===== config.mk =====
export PLATFORM = sky130hd
export DESIGN_NAME = format_string_arg_counter
export DESIGN_NICKNAME = d
export VERILOG_FILES = /design/src/fsac_pkg.sv /design/src/format_string_arg_counter.sv
export SDC_FILE = /design/constraint.sdc
export NUM_CORES = 1
export LEC_CHECK = 0
export BUFFER_PORTS_ARGS = -buffer_cell sky130_fd_sc_hd__buf_2
export CAP_MARGIN = 20
export CORE_MARGIN = 3
export CORE_UTILIZATION = 35
export CTS_CLUSTER_SIZE = 8
export DETAILED_ROUTE_END_ITERATION = 6
export HOLD_SLACK_MARGIN = 0.15
export PLACE_DENSITY_LB_ADDON = 0.05
export SETUP_SLACK_MARGIN = 0.4
export SYNTH_ARGS = -nofsm -noshare
export SYNTH_HDL_FRONTEND = slang
export SYNTH_SLANG_ARGS = --single-unit

===== constraint.sdc =====
create_clock -name aclk -period 8.1 [get_ports aclk]
set_clock_uncertainty 0.05 [all_clocks]
set_input_delay 0.405 -clock aclk [delete_from_list [all_inputs] [get_ports aclk]]
set_output_delay 0.405 -clock aclk [all_outputs]
set_load 0.005 [all_outputs]

===== src/fsac_pkg.sv =====
// ----------------------------------------------------------------------------
// fsac_pkg
// Shared types and constants for the format string argument counter.
// ----------------------------------------------------------------------------
package fsac_pkg;

    localparam int COUNT_WIDTH = 16;
    localparam int CH_WIDTH    = 8;
    localparam int ARG_WIDTH   = 16;

    typedef logic [COUNT_WIDTH-1:0] count_t;
    typedef logic [CH_WIDTH-1:0]    ch_t;
    typedef logic [ARG_WIDTH-1:0]   arg_t;

    localparam count_t COUNT_MAX = {COUNT_WIDTH{1'b1}};
    localparam arg_t   ARG_MAX   = {ARG_WIDTH{1'b1}};

    // Parse phases of a conversion specification
    typedef enum logic [3:0] {
        PH_TEXT      = 4'd0,
        PH_AFTER_PCT = 4'd1,
        PH_FLAGS     = 4'd2,
        PH_WIDTH     = 4'd3,
        PH_DOT       = 4'd4,
        PH_PREC0     = 4'd5,
        PH_PREC      = 4'd6,
        PH_LENGTH    = 4'd7,
        PH_SECOND_H  = 4'd8,
        PH_SECOND_L  = 4'd9,
        PH_CONV      = 4'd10
    } phase_t;

    localparam ch_t CH_NUL   = 8'h00;
    localparam ch_t CH_PCT   = 8'h25; // '%'
    localparam ch_t CH_STAR  = 8'h2A; // '*'
    localparam ch_t CH_DOT   = 8'h2E; // '.'
    localparam ch_t CH_MINUS = 8'h2D; // '-'
    localparam ch_t CH_PLUS  = 8'h2B; // '+'
    localparam ch_t CH_SPACE = 8'h20; // ' '
    localparam ch_t CH_HASH  = 8'h23; // '#'
    localparam ch_t CH_ZERO  = 8'h30; // '0'
    localparam ch_t CH_NINE  = 8'h39; // '9'
    localparam ch_t CH_H     = 8'h68; // 'h'
    localparam ch_t CH_L     = 8'h6C; // 'l'
    localparam ch_t CH_J     = 8'h6A; // 'j'
    localparam ch_t CH_Z     = 8'h7A; // 'z'
    localparam ch_t CH_T     = 8'h74; // 't'
    localparam ch_t CH_UPPER_L = 8'h4C; // 'L'

endpackage


===== src/format_string_arg_counter.sv =====
// ----------------------------------------------------------------------------
// format_string_arg_counter
// Streaming printf-style format string parser counting consumed arguments.
// ----------------------------------------------------------------------------
// A terminator item passes through the input register and then the result
//   register, which holds its count on the m_ signals until it is taken.
// Throughput: one byte per cycle while s_ready is high; the parse decision is a short fall-through
//   chain over the phases plus one saturating increment.
// s_ready drops only while a terminator waits behind an untaken result.
// Reset (aresetn low, synchronous): phase to plain text, count to zero,
//   both item registers empty.
// ----------------------------------------------------------------------------
module format_string_arg_counter (
    input  logic                  aclk,
    input  logic                  aresetn,
    input  logic                  s_valid,
    output logic                  s_ready,
    input  fsac_pkg::ch_t         s_ch,
    output logic                  m_valid,
    input  logic                  m_ready,
    output fsac_pkg::arg_t        m_num_args
);

    // Input register stage
    logic                  in_valid_reg;
    fsac_pkg::ch_t         ch_reg;

    // Parse state
    fsac_pkg::phase_t      phase_reg, phase_next;
    fsac_pkg::count_t      count_reg, count_next;

    // Result register
    logic                  out_valid_reg;
    fsac_pkg::arg_t        arg_reg, arg_next;

    logic                  is_term;
    logic                  proceed;
    logic                  bump;
    logic [32:0]           count_wide;

    assign is_term = (ch_reg == fsac_pkg::CH_NUL);
    // The held item moves on unless it is a terminator and the result slot is full and not being taken
    assign proceed = in_valid_reg && !(is_term && out_valid_reg && !m_ready);
    assign s_ready = !in_valid_reg || proceed;

    assign m_valid    = out_valid_reg;
    assign m_num_args = arg_reg;

    // Phase walk: a byte that does not fit a phase falls into a later one
    // within the same cycle. Fall-through steps only ever move forward through the
    // list, so an ordered chain of tests covers every path.
    always_comb begin
        fsac_pkg::phase_t ph;
        logic             done;
        ph   = phase_reg;
        done = 1'b0;
        bump = 1'b0;

        if (ph == fsac_pkg::PH_AFTER_PCT) begin
            if (ch_reg == fsac_pkg::CH_PCT) begin
                ph   = fsac_pkg::PH_TEXT;   // doubled percent
                done = 1'b1;
            end else begin
                ph = fsac_pkg::PH_FLAGS;
            end
        end
        if (!done && ph == fsac_pkg::PH_FLAGS) begin
            if (ch_reg inside {fsac_pkg::CH_MINUS, fsac_pkg::CH_PLUS, fsac_pkg::CH_SPACE,
                               fsac_pkg::CH_HASH, fsac_pkg::CH_ZERO}) begin
                done = 1'b1;
            end else if (ch_reg == fsac_pkg::CH_STAR) begin
                bump = 1'b1;                 // star width
                ph   = fsac_pkg::PH_DOT;
                done = 1'b1;
            end else if (ch_reg inside {[fsac_pkg::CH_ZERO:fsac_pkg::CH_NINE]}) begin
                ph   = fsac_pkg::PH_WIDTH;
                done = 1'b1;
            end else begin
                ph = fsac_pkg::PH_DOT;
            end
        end
        if (!done && ph == fsac_pkg::PH_WIDTH) begin
            if (ch_reg inside {[fsac_pkg::CH_ZERO:fsac_pkg::CH_NINE]}) begin
                done = 1'b1;
            end else begin
                ph = fsac_pkg::PH_DOT;
            end
        end
        if (!done && ph == fsac_pkg::PH_DOT) begin
            if (ch_reg == fsac_pkg::CH_DOT) begin
                ph   = fsac_pkg::PH_PREC0;
                done = 1'b1;
            end else begin
                ph = fsac_pkg::PH_LENGTH;
            end
        end
        if (!done && ph == fsac_pkg::PH_PREC0) begin
            if (ch_reg == fsac_pkg::CH_STAR) begin
                bump = 1'b1;                 // star precision
                ph   = fsac_pkg::PH_LENGTH;
                done = 1'b1;
            end else if (ch_reg inside {[fsac_pkg::CH_ZERO:fsac_pkg::CH_NINE]}) begin
                ph   = fsac_pkg::PH_PREC;
                done = 1'b1;
            end else begin
                ph = fsac_pkg::PH_LENGTH;
            end
        end
        if (!done && ph == fsac_pkg::PH_PREC) begin
            if (ch_reg inside {[fsac_pkg::CH_ZERO:fsac_pkg::CH_NINE]}) begin
                done = 1'b1;
            end else begin
                ph = fsac_pkg::PH_LENGTH;
            end
        end
        if (!done && ph == fsac_pkg::PH_LENGTH) begin
            if (ch_reg == fsac_pkg::CH_H) begin
                ph   = fsac_pkg::PH_SECOND_H;
                done = 1'b1;
            end else if (ch_reg == fsac_pkg::CH_L) begin
                ph   = fsac_pkg::PH_SECOND_L;
                done = 1'b1;
            end else if (ch_reg inside {fsac_pkg::CH_J, fsac_pkg::CH_Z, fsac_pkg::CH_T,
                                        fsac_pkg::CH_UPPER_L}) begin
                ph   = fsac_pkg::PH_CONV;
                done = 1'b1;
            end else begin
                ph = fsac_pkg::PH_CONV;
            end
        end
        if (!done && ph == fsac_pkg::PH_SECOND_H) begin
            ph   = fsac_pkg::PH_CONV;
            done = (ch_reg == fsac_pkg::CH_H);
        end
        if (!done && ph == fsac_pkg::PH_SECOND_L) begin
            ph   = fsac_pkg::PH_CONV;
            done = (ch_reg == fsac_pkg::CH_L);
        end
        if (!done && ph == fsac_pkg::PH_CONV) begin
            bump = 1'b1;                     // conversion character
            ph   = fsac_pkg::PH_TEXT;
            done = 1'b1;
        end
        if (!done) begin
            // plain text, and any unused phase code
            if (ch_reg == fsac_pkg::CH_PCT) begin
                ph = fsac_pkg::PH_AFTER_PCT;
            end else begin
                ph = fsac_pkg::PH_TEXT;
            end
        end

        phase_next = ph;
        count_next = count_reg;
        if (is_term) begin
            phase_next = fsac_pkg::PH_TEXT;
            count_next = '0;
        end else if (bump && count_reg != fsac_pkg::COUNT_MAX) begin
            count_next = count_reg + fsac_pkg::count_t'(1);
        end
    end

    // Saturate the running count into the result field
    always_comb begin
        count_wide = 33'(count_reg);
        if (count_wide > 33'(fsac_pkg::ARG_MAX)) begin
            arg_next = fsac_pkg::ARG_MAX;
        end else begin
            arg_next = count_wide[fsac_pkg::ARG_WIDTH-1:0];
        end
    end

    // Input register
    always_ff @(posedge aclk) begin
        if (!aresetn) begin
            in_valid_reg <= 1'b0;
        end else if (s_ready) begin
            in_valid_reg <= s_valid;
        end
    end

    always_ff @(posedge aclk) begin
        if (s_valid && s_ready) begin
            ch_reg <= s_ch;
        end
    end

    // Parse state
    always_ff @(posedge aclk) begin
        if (!aresetn) begin
            phase_reg <= fsac_pkg::PH_TEXT;
            count_reg <= '0;
        end else if (proceed) begin
            phase_reg <= phase_next;
            count_reg <= count_next;
        end
    end

    // Result register
    always_ff @(posedge aclk) begin
        if (!aresetn) begin
            out_valid_reg <= 1'b0;
        end else if (proceed && is_term) begin
            out_valid_reg <= 1'b1;
        end else if (m_ready) begin
            out_valid_reg <= 1'b0;
        end
    end

    always_ff @(posedge aclk) begin
        if (proceed && is_term) begin
            arg_reg <= arg_next;
        end
    end

`ifndef SYNTH
    // Input side only stalls behind a waiting result
    a_stall_cause: assert property (@(posedge aclk) disable iff (!aresetn)
        !s_ready |-> (out_valid_reg && !m_ready))
        else $error("input stalled without a blocked result");

    // A terminator always produces a result next cycle
    a_term_result: assert property (@(posedge aclk) disable iff (!aresetn)
        (proceed && is_term) |=> out_valid_reg)
        else $error("terminator gave no result");

    // A terminator clears the parse state
    a_term_clear: assert property (@(posedge aclk) disable iff (!aresetn)
        (proceed && is_term) |=> (phase_reg == fsac_pkg::PH_TEXT && count_reg == '0))
        else $error("terminator did not clear state");

    // Between terminators the count never falls and grows by at most one
    a_count_step: assert property (@(posedge aclk) disable iff (!aresetn)
        (proceed && !is_term) |=>
            (count_reg == $past(count_reg) ||
             count_reg == $past(count_reg) + fsac_pkg::count_t'(1)))
        else $error("running count moved by more than one");
`endif

endmodule

==> impl_metrics.toml <==
[placement]
place_hpwl_um = 4710
place.gp.congestion = 0.780
pre_cts_slack_ns = 4.36
numPortBuffers = 29

[synthesis]
async_flop_share_pct = 0
avgSynthCellArea_um2 = 9.09
synth_nets = 315
syn_area_mm2 = 0.00275
synth_flop_cell = "edfxtp_1"
ys_seq_area_share_pct = 42.3
synth_edf_count = 24
synth_area_leaders = "edfxtp_1, dfxtp_1, a21oi_1"
synth_cell_types = 65
ys_seq_elements = 46
netlist_instances = 302
synth_warnings = 0
synth_commonest_cells = "edfxtp_1, nand2_1, nor2_1, dfxtp_1, a21oi_1"
yosys.area.top_type = "edfxtp_1"
synth_top_area_share_pct = 26.2

[clock_network]
cts_tree = "built"
cts_sinks = 46
clk_pin_slew_ns = 0.09
cts_max_level = 2
cts_inserted_buffers = 5
postCtsHoldBufs = 0
clockBufferDepth = 2
post_cts_buffers = 0
cts-root-buf = "clkbuf_8"
worstSkewPairLatency_ns = 0.30
post_cts_resized = 0

[route]
drtIter0Drc = 156
drc_errors = 0
dr_total_vias = 2340
drtPass1Iterations = 4
routed_via_density = 5.53
antenna_left = 0
routed_wl_um = 6470
wl_per_cell_um = 15.3

[critical_path]
crit_path_end = "arg_next[15]"
crit_path_cell_trace = "o21ai_1 -> nand3_1 -> nor4_1 -> a221o_2 -> nand4_1 -> a211oi_1 -> and2_1 -> a31oi_4 -> or4_1 -> a21oi_1"
r2r_slack_ns = 4.25
path_class = "reg2reg"
r2r_start = "ch_reg[2]"
rr_worst_depth = 10
worstPathArrival_ns = 4.02
r2r-end = "arg_next[15]"
critical-path-max-stage-delay_ns = 0.60
cp-end-kind = "flip-flop"
cp_max_fo = 22
start_kind = "flip-flop"
startpoint = "ch_reg[2]"
cp.required_ns = 8.28
cpMaxStageDelayCell = "edfxtp_1"

[timing]
slew_headroom_pct = 50.3
finalSetupTns_ns = 0
worst_pin_slew_ns = 0.745
period_share_pct = 47.5
report.final.slew_viol_count = 0
rsz0062_at_grt = "no"
setup_viol = 0
finalHoldViolations = 0
setup_slack_ns = 4.25
period_needed_ns = 3.85
fmax_ghz = 0.260

[floorplanning]
dieHeight_um = 94.6
die_width_um = 94.6
io_pins = 30
initial_utilization_pct = 36.9
row_count = 31
dieArea_mm2 = 0.00895
core-area_mm2 = 0.00745

[global_routing]
overflow = 0
grt_start_max_net_pins = 23
antenna_found_initial = 0
grt_pass1_vias = 2182
grt_pass1_wl_um = 10800
grt_usage_pct = 15.1

[pwr]
p_sw_uw = 108
switching_share_pct = 24.1
leakage_nw = 1.08
p_seq_share_pct = 57.1
power_frac_clock_pct = 36.7
vdd_drop_max_mv = 0.0900
cell_internal_pwr_uw = 341
combinationalPowerShare_pct = 6.1
powerDensity_mw_per_mm2 = 148

[flow_run]
max_cap_viol_count = 0

[outcome]
status = "complete, no violations"

[finish]
diodes = 0
nets = 336
layout-drive-gt1-share_pct = 16.0
area_growth_pct = 10.3

[min_path]
hold_path.class = "in2reg"
-- power by group through the flow --
| stage | Clock (mW) | Combinational [mW] | Sequential (mW) |
|---|---|---|---|
| 2_1_floorplan | 0 | 0.0247 | 0.256 |
| 3_3_place_gp | 0 | 0.0275 | 0.261 |
| 3_5_place_dp | 0 | 0.0274 | 0.262 |
| 4_1_cts | 0.170 | 0.0275 | 0.256 |
| 5_1_grt | 0.181 | 0.0305 | 0.258 |
| 6_report | 0.165 | 0.0276 | 0.256 |
-- worst max-delay path, delay by kind of cell (launching register included) --
family | cells | cell delay (ns)
AO/OA/AOI/OAI | 5 | 1.52
AND/OR/NAND/NOR | 5 | 1.60
flip-flops | 1 | 0.60
-- routing by layer --
| layer | GRT usage (%) | vias up | share of wire [%] |
|---|---|---|---|
| met3 | 2.71 | 9 | 4.5 |
| met2 | 21.3 | 56 | 41 |
| met4 | 4.21 | 0 | 1.0 |
| met1 | 23.4 | 1084 | 54 |
| met5 | 0 | - | 0 |
| li1 | - | 1191 | - |
-- layout make-up --
class / count / area, um^2
fillers: 764 / 4420
multi-input cells: 230 / 1450
flip-flops and latches: 46 / 1160
repair buffers: 29 / 145
well taps: 99 / 124
clock buffers: 6 / 93.8
inverters: 11 / 41.3
clock inverters: 2 / 18.8
-- placed cells by master, fill, tap and decap left out, drive strengths merged, types with 3 or more instances in the layout --
cell type | synthesis | layout
buf | 9 | 29
nand2 | 24 | 24
edfxtp | 24 | 24
nor2 | 23 | 23
dfxtp | 22 | 22
a21oi | 20 | 20
o21ai | 20 | 20
nand3 | 15 | 15
and3 | 13 | 13
nand4 | 12 | 12
inv | 11 | 12
or3 | 7 | 7
nand2b | 6 | 6
o2bb2ai | 6 | 6
o31ai | 6 | 6
clkbuf | 6 | 6
or2 | 6 | 6
nor3 | 5 | 5
and2 | 5 | 5
nor2b | 4 | 4
a211oi | 4 | 4
o211ai | 4 | 4
or4 | 4 | 4
nor3b | 4 | 4
a31oi | 4 | 4
o21a | 3 | 3
nor4 | 3 | 3
a21boi | 3 | 3
-- stage by stage --
step	instances	power [mW]	util (%)	instance area, um^2	hold slack, ns
4_1_cts	423	0.454	40.7	3030	0.220
3_3_place_gp	415	0.289	39.2	2920	0.433
2_1_floorplan	302	0.280	-	2750	0.398
5_1_grt	423	0.469	40.7	3030	0.217
6_report	423	0.449	40.7	3030	0.231
3_5_place_dp	415	0.289	39.2	2920	0.426
-- cells by family (layout without fill, tap and decap cells) --
group	after synthesis	after routing	synth area share (%)
AND/OR/NAND/NOR	140	140	28.9
AO/OA/AOI/OAI	88	88	22.9
flip-flops	46	46	42.3
buffers and inverters	26	48	5.10
adder cells (fa/ha/maj)	1	1	0.456
multiplexers	1	1	0.410
-- worst min path at each step --
stage,start,end,depth (start not counted)
detailed placement,arg_next[2],m_num_args[2],0
finish,s_ch[4],ch_reg[4],1
CTS,s_ch[4],ch_reg[4],1
global placement,arg_next[7],m_num_args[7],0
global route,s_ch[7],ch_reg[7],1
floorplan,arg_next[1],m_num_args[1],0
Note: power is estimated with default switching activity, not from simulation.
